==> src/sv/bpa_rem_unit.sv <==
// ----------------------------------------------------------------------------
// bpa_rem_unit: serial remainder
// Restoring division, one numerator bit per cycle; returns num % den.
// ----------------------------------------------------------------------------
`default_nettype none

module bpa_rem_unit #(
   parameter int NW = 19,
   parameter int DW = 17
) (
   input  wire logic          clock,
   input  wire logic          reset,
   input  wire logic          go,
   input  wire logic [NW-1:0] num,
   input  wire logic [DW-1:0] den,
   output logic               done,
   output logic      [DW-1:0] rem
);

   localparam int CW = $clog2(NW + 1);

   logic          busy_ff, busy_in;
   logic          done_ff, done_in;
   logic [CW-1:0] cnt_ff, cnt_in;
   logic [NW-1:0] num_ff, num_in;
   logic [DW-1:0] den_ff, den_in;
   logic [DW-1:0] rem_ff, rem_in;
   logic [DW:0]   trial;

   always_comb begin
      busy_in = busy_ff;
      done_in = 1'b0;
      cnt_in  = cnt_ff;
      num_in  = num_ff;
      den_in  = den_ff;
      rem_in  = rem_ff;
      trial   = {rem_ff, num_ff[NW-1]};
      if (go) begin
         busy_in = 1'b1;
         cnt_in  = CW'(NW);
         num_in  = num;
         den_in  = den;
         rem_in  = '0;
      end else if (busy_ff) begin
         // shift in the next bit, subtract when it fits
         if (trial >= {1'b0, den_ff}) begin
            rem_in = DW'(trial - {1'b0, den_ff});
         end else begin
            rem_in = trial[DW-1:0];
         end
         num_in = {num_ff[NW-2:0], 1'b0};
         cnt_in = cnt_ff - CW'(1);
         if (cnt_ff == CW'(1)) begin
            busy_in = 1'b0;
            done_in = 1'b1;
         end
      end
   end

   always_ff @(posedge clock) begin
      if (reset) begin
         busy_ff <= 1'b0;
         done_ff <= 1'b0;
      end else begin
         busy_ff <= busy_in;
         done_ff <= done_in;
      end
      cnt_ff <= cnt_in;
      num_ff <= num_in;
      den_ff <= den_in;
      rem_ff <= rem_in;
   end

   assign done = done_ff;
   assign rem  = rem_ff;

endmodule

`default_nettype wire

==> config.mk <==
export PLATFORM = sky130hd
export DESIGN_NAME = bpa_rem_unit
export DESIGN_NICKNAME = d
export VERILOG_FILES = /design/src/sv/bpa_rem_unit.sv
export SDC_FILE = /design/constraint.sdc
export NUM_CORES = 1
export LEC_CHECK = 0
export ABC_AREA = 1
export BUFFER_PORTS_ARGS = -buffer_cell sky130_fd_sc_hd__buf_2
export CORE_ASPECT_RATIO = 1.5
export CORE_MARGIN = 1
export CORE_UTILIZATION = 59
export CTS_BUF_LIST = sky130_fd_sc_hd__clkbuf_8
export DETAILED_ROUTE_END_ITERATION = 10
export PLACE_DENSITY = 0.82
export SKIP_CTS_REPAIR_TIMING = 1
export SLEW_MARGIN = 20
export SYNTH_ARGS = -nofsm -noshare
export SYNTH_HDL_FRONTEND = slang
export SYNTH_SLANG_ARGS = --single-unit
==> constraint.sdc <==
create_clock -name clock -period 2.1 [get_ports clock]
set_input_delay 0.42 -clock clock [delete_from_list [all_inputs] [get_ports clock]]
set_output_delay 0.42 -clock clock [all_outputs]
set_load 0.03 [all_outputs]
* Yosys cells after proc, flatten, opt, wreduce, memory -nomap -nowiden
Cells that the tools add are included.
Operators by class: eq/ne operators 1, bitwise logic cells 1, muxes and demuxes 7, add/sub/neg operators 2, $lt $le $gt $ge 1, reduce and logical (&&, ||, !) cells 2
Operators by type and width (count):
- two-way mux 19 bit | 2
- >= comparator 18 x 17 -> 1 bit | 1
- two-way mux 17 bit | 1
- subtractor 17 bit | 1
- == test 5 x 1 -> 1 bit, second input constant | 1
- subtractor 5 x 1 -> 5 bit, second input constant | 1
- two-way mux 1 bit | 4
- OR reduction 3 bit | 1
- nonzero test 2 bit | 1
- inverter 1 bit | 1
Word-level totals: input port bits 39, flip-flop bits (word level) 60, word-level logic and storage cells 20

* Depth between registers and ports, before layout
depth in word-level cells 4, mapped depth 14, depth with buffers taken out 14

* Least setup slack after synthesis
Ideal clock, no wire load.
path type reg-to-reg, from reg rem_ff[14] (netlist: rem[14]), to reg rem_ff[7] (netlist: rem[7]), data arrival time 1.811 ns, cell stages (with the launch flop) 11, buffers on the path 1, library setup time 0.137 ns, period minus slack after synthesis 1.948 ns, setup slack 0.152 ns, data required time 1.963 ns, cells stage by stage dfxtp_1 -> ha_1 -> a21oi_1 -> nor2_1 -> nor2_2 -> nand2_2 -> nor2_4 -> buf_4 -> nand3_1 -> nand3_2 -> o21ai_2
Between the ends: cells in the longest elaborated chain, start to end 2
Ends and longest elaborated chain:
- from (decl) | line 27 | logic [DW-1:0] rem_ff, rem_in;
- from (signal assigned) | line 71 | rem_ff <= rem_in;
- >= comparator 18 x 17 -> 1 bit | line 46 | if (trial >= {1'b0, den_ff}) begin
- two-way mux 17 bit | line 46
No other way between the ends. A chain may end at the register's enable or synchronous reset.

* Final worst setup path
from reg den_ff[5], to reg rem_ff[2] (netlist: rem[2])
Between the ends: cells in the longest elaborated chain, start to end 2
Ends and longest elaborated chain:
- from (decl) | line 26 | logic [DW-1:0] den_ff, den_in;
- from (signal assigned) | line 70 | den_ff <= den_in;
- >= comparator 18 x 17 -> 1 bit | line 46
- two-way mux 17 bit | line 46
No other way between the ends.

==> results by group <==
Timing
  – Fmax: a little over 0.5 GHz
  – Max Slew Vio Count: 0
  – Hold slack: about 0.25 ns
  – Final setup viols: 0
  – Fin crit period: 1.953 ns
  – Final hold vios: 0
  – Slew Limit Headroom: 68.81%
  – Final worst path period share: 92.99%
  – Worst Tran Pin Value: ~0.46 ns
  – Clock skew: 0.009311 ns

Final layout
  – Antenna Cells: 0
  – Area grow syn2layout: 16.10%
  – Layout cells sized above 1: 23.13%
  – Layout Nets: 603

Clock network
  – Worst-Skew Late Latency: 0.34 ns
  – CTS H-Tree Depth: 3
  – Clock Pin Slew Worst Setup and Hold Paths: 0.07 ns
  – CTS root buffer: clkbuf_8
  – CTS tree: done
  – CTS max path bufs: 2
  – Clock sinks: 60
  – Cts bufs inserted: 9

Drt
  – Detailed Routing Iterations Pass 1: 5
  – DRT antenna net count: 0
  – Avg Vias per Cell: 5.350
  – DR iter-0 viols: 252
  – Total wire length: 8186 um
  – Post-DR wirelength/cell: 13.14 um
  – Via count: 3,333
  – DRC: 0

Power and ir drop
  – Static leakage power: 2.333 nW
  – Total power: 2.610 mW
  – Peak supply drop: around 0.00044 V
  – PD cells: 606.5 nW/um^2

Yosys
  – Syn avg cell area: roughly 7.8 sq um
  – Syn. warnings: 0
  – Mapped Nets: between 500 and 600
  – Number of synthesized flops with an enable pin: 36
  – Cells after Synth: 478
  – Async SR Flop Fraction: 0%
  – Largest family of logic cells by synthesized area: simple AND/OR/NAND/NOR gates
  – Post-synthesis adder-cell area fraction: 6.955%
  – Main area contributors after synthesis: edfxtp_1, nand2_1, dfxtp_1
  – Post-Synth XOR/XNOR Area: 1.654%
  – Synth Area in Simple Gates: 35.72%
  – Number of synthesized register bits: 60
  – Post-Syn Area: 3706 sq um
  – Most common cell in the netlist: nand2_1
  – Synth Flop Type: edfxtp_1
  – Post-synthesis compound-gate area fraction: 3.545%
  – Post-synth top area cell: edfxtp_1
  – Leading cell types by count after synthesis: nand2_1, inv_1, edfxtp_1
  – Top cell type's share of synthesized area: 29.17%
  – Seq/Total Area, Yosys: 42.13%
  – Number of distinct library cells after synthesis: 34
  – Mux contribution to synthesized area: 0%

Global routing
  – Largest net degree at the start of global routing: 35
  – Global Route Usage Sum: 26.82%
  – Grt ovf: 0
  – Vias in the first global route: 3,216
  – First-pass GRT wire length: 13,450 um
  – Initial antenna violation count: 0

Setup path
  – CP top delay family: simple AND/OR/NAND/NOR gates
  – Max stage delay on crit path: 0.38 ns
  – Slowest CP cell: edfxtp_1
  – Worst endpoint required time: 2.32 ns
  – Critical Path Start Type: register
  – Crit. End Element: register
  – CP max FO: 12
  – CP arrival: 2.17 ns
  – Crit path buf inv count: 3
  – Worst path most repeated cell: nand2_1
  – Cell-by-cell listing of the critical path: inv_1 > ha_1 > nand2_2 > inv_1 > nand2_1 > nand2_1 > nand2_1 > nand3_2 > nand2_4 > buf_12 > nand3_1 > nand3_1 > o21ai_0
  – Setup Crit Path Kind: register to register

Run status
  – Status: complete, no violations

Floorplanning
  – Num rows: 35
  – Core box area: between 6000 and 7000 sq um
  – Ports: 57
  – Die X-Extent: 66.71 um
  – Effective utilization at floorplan: 60.88%
  – DIE AREA: around 6600 sq um
  – Die height: about 100 um

Flow run
  – MaxCap Viol Count: 0

Placed design
  – Port Buf Inserts: 56
  – Gpl congestion: 0.9494
  – Dpl hpwl: ~6000 um

Min path
  – Worst hold path type: primary input to register
cell usage in the layout (no fill, tap or decap), drive strengths merged, types with 2 or more instances in the layout:
| cell | count |
|---|---|
| inv | 84 |
| and3 | 2 |
| or2 | 3 |
| ha | 19 |
| nor2 | 24 |
| xor2 | 2 |
| nand3b | 9 |
| nor3 | 4 |
| dfxtp | 24 |
| edfxtp | 36 |
| o21ai | 12 |
| nand4 | 3 |
| nand3 | 46 |
| nand2 | 182 |
| buf | 64 |
| xnor2 | 5 |
| clkbuf | 10 |
| clkinv | 4 |
| a21oi | 12 |
metrics by stage:
stage                     worst slack, ns  TNS [ns]  cell area, sq um  instances  utilization [%]
after floorplan                    0.1524         0              3706        478                -
after global placement             0.1294         0              4098        606            67.32
after detailed placement          0.09723         0              4098        606            67.32
after CTS                         0.09248         0              4269        622            70.13
after global routing             -0.01790  -0.02125              4303        623            70.69
final                              0.1473         0              4303        623            70.69
state kept, by name (all words and copies together) (netlist names):
register	flops
busy_ff	1
num_ff	19
den_ff	17
done	1
cnt_ff	5
rem	17
where the power goes:
| group | switching (mW) | internal [mW] | leakage (nW) | total [mW] |
|---|---|---|---|---|
| clock | 0.470 | 0.449 | 0.0946 | 0.919 |
| combinational | 0.217 | 0.121 | 1.68 | 0.338 |
| sequential | 0.0226 | 1.33 | 0.556 | 1.35 |
area by class of cell:
class | instances | area, sq um
well taps | 74 | 92.59
clock buffers | 10 | 137.6
fillers | 485 | 1784
multi-input cells | 326 | 1788
flip-flops and latches | 60 | 1562
repair buffers | 64 | 377.9
clock inverters | 6 | 33.78
inverters | 83 | 311.5
per-layer routing:
| layer | wire, um | vias to the layer above | track usage (%) | share of wire, % |
|---|---|---|---|---|
| li1 | - | 1635 | - | - |
| met1 | 3180 | 1521 | 29.21 | 39 |
| met2 | 4199 | 139 | 46.85 | 51 |
| met3 | 441 | 38 | 5.787 | 5.4 |
| met4 | 365 | 0 | 14.40 | 4.5 |
| met5 | 0 | - | 0 | 0 |
cell families (layout without fill, tap and decap cells):
logic type               after synthesis  in the layout
AND/OR/NAND/NOR                      274            274
AO/OA/AOI/OAI                         25             25
XOR/XNOR                               7              7
adder cells (fa/ha/maj)               20             20
flip-flops                            60             60
buffers and inverters                 92            163
worst paths after layout:
check	startpoint	to	slack, ns	depth (start not counted)
worst min-delay path	den[5]	den_ff[5]$_DFFE_PP_	0.25	1
worst max-delay path	den_ff[5]$_DFFE_PP_	rem[2]$_SDFFE_PP0P_	0.15	13
worst min register to register	cnt_ff[4]$_SDFFE_PP1P_	cnt_ff[4]$_SDFFE_PP1P_	0.48	1
worst max register to register	den_ff[5]$_DFFE_PP_	rem[2]$_SDFFE_PP0P_	0.15	13
No activity file was read; power rests on OpenSTA's default activity.
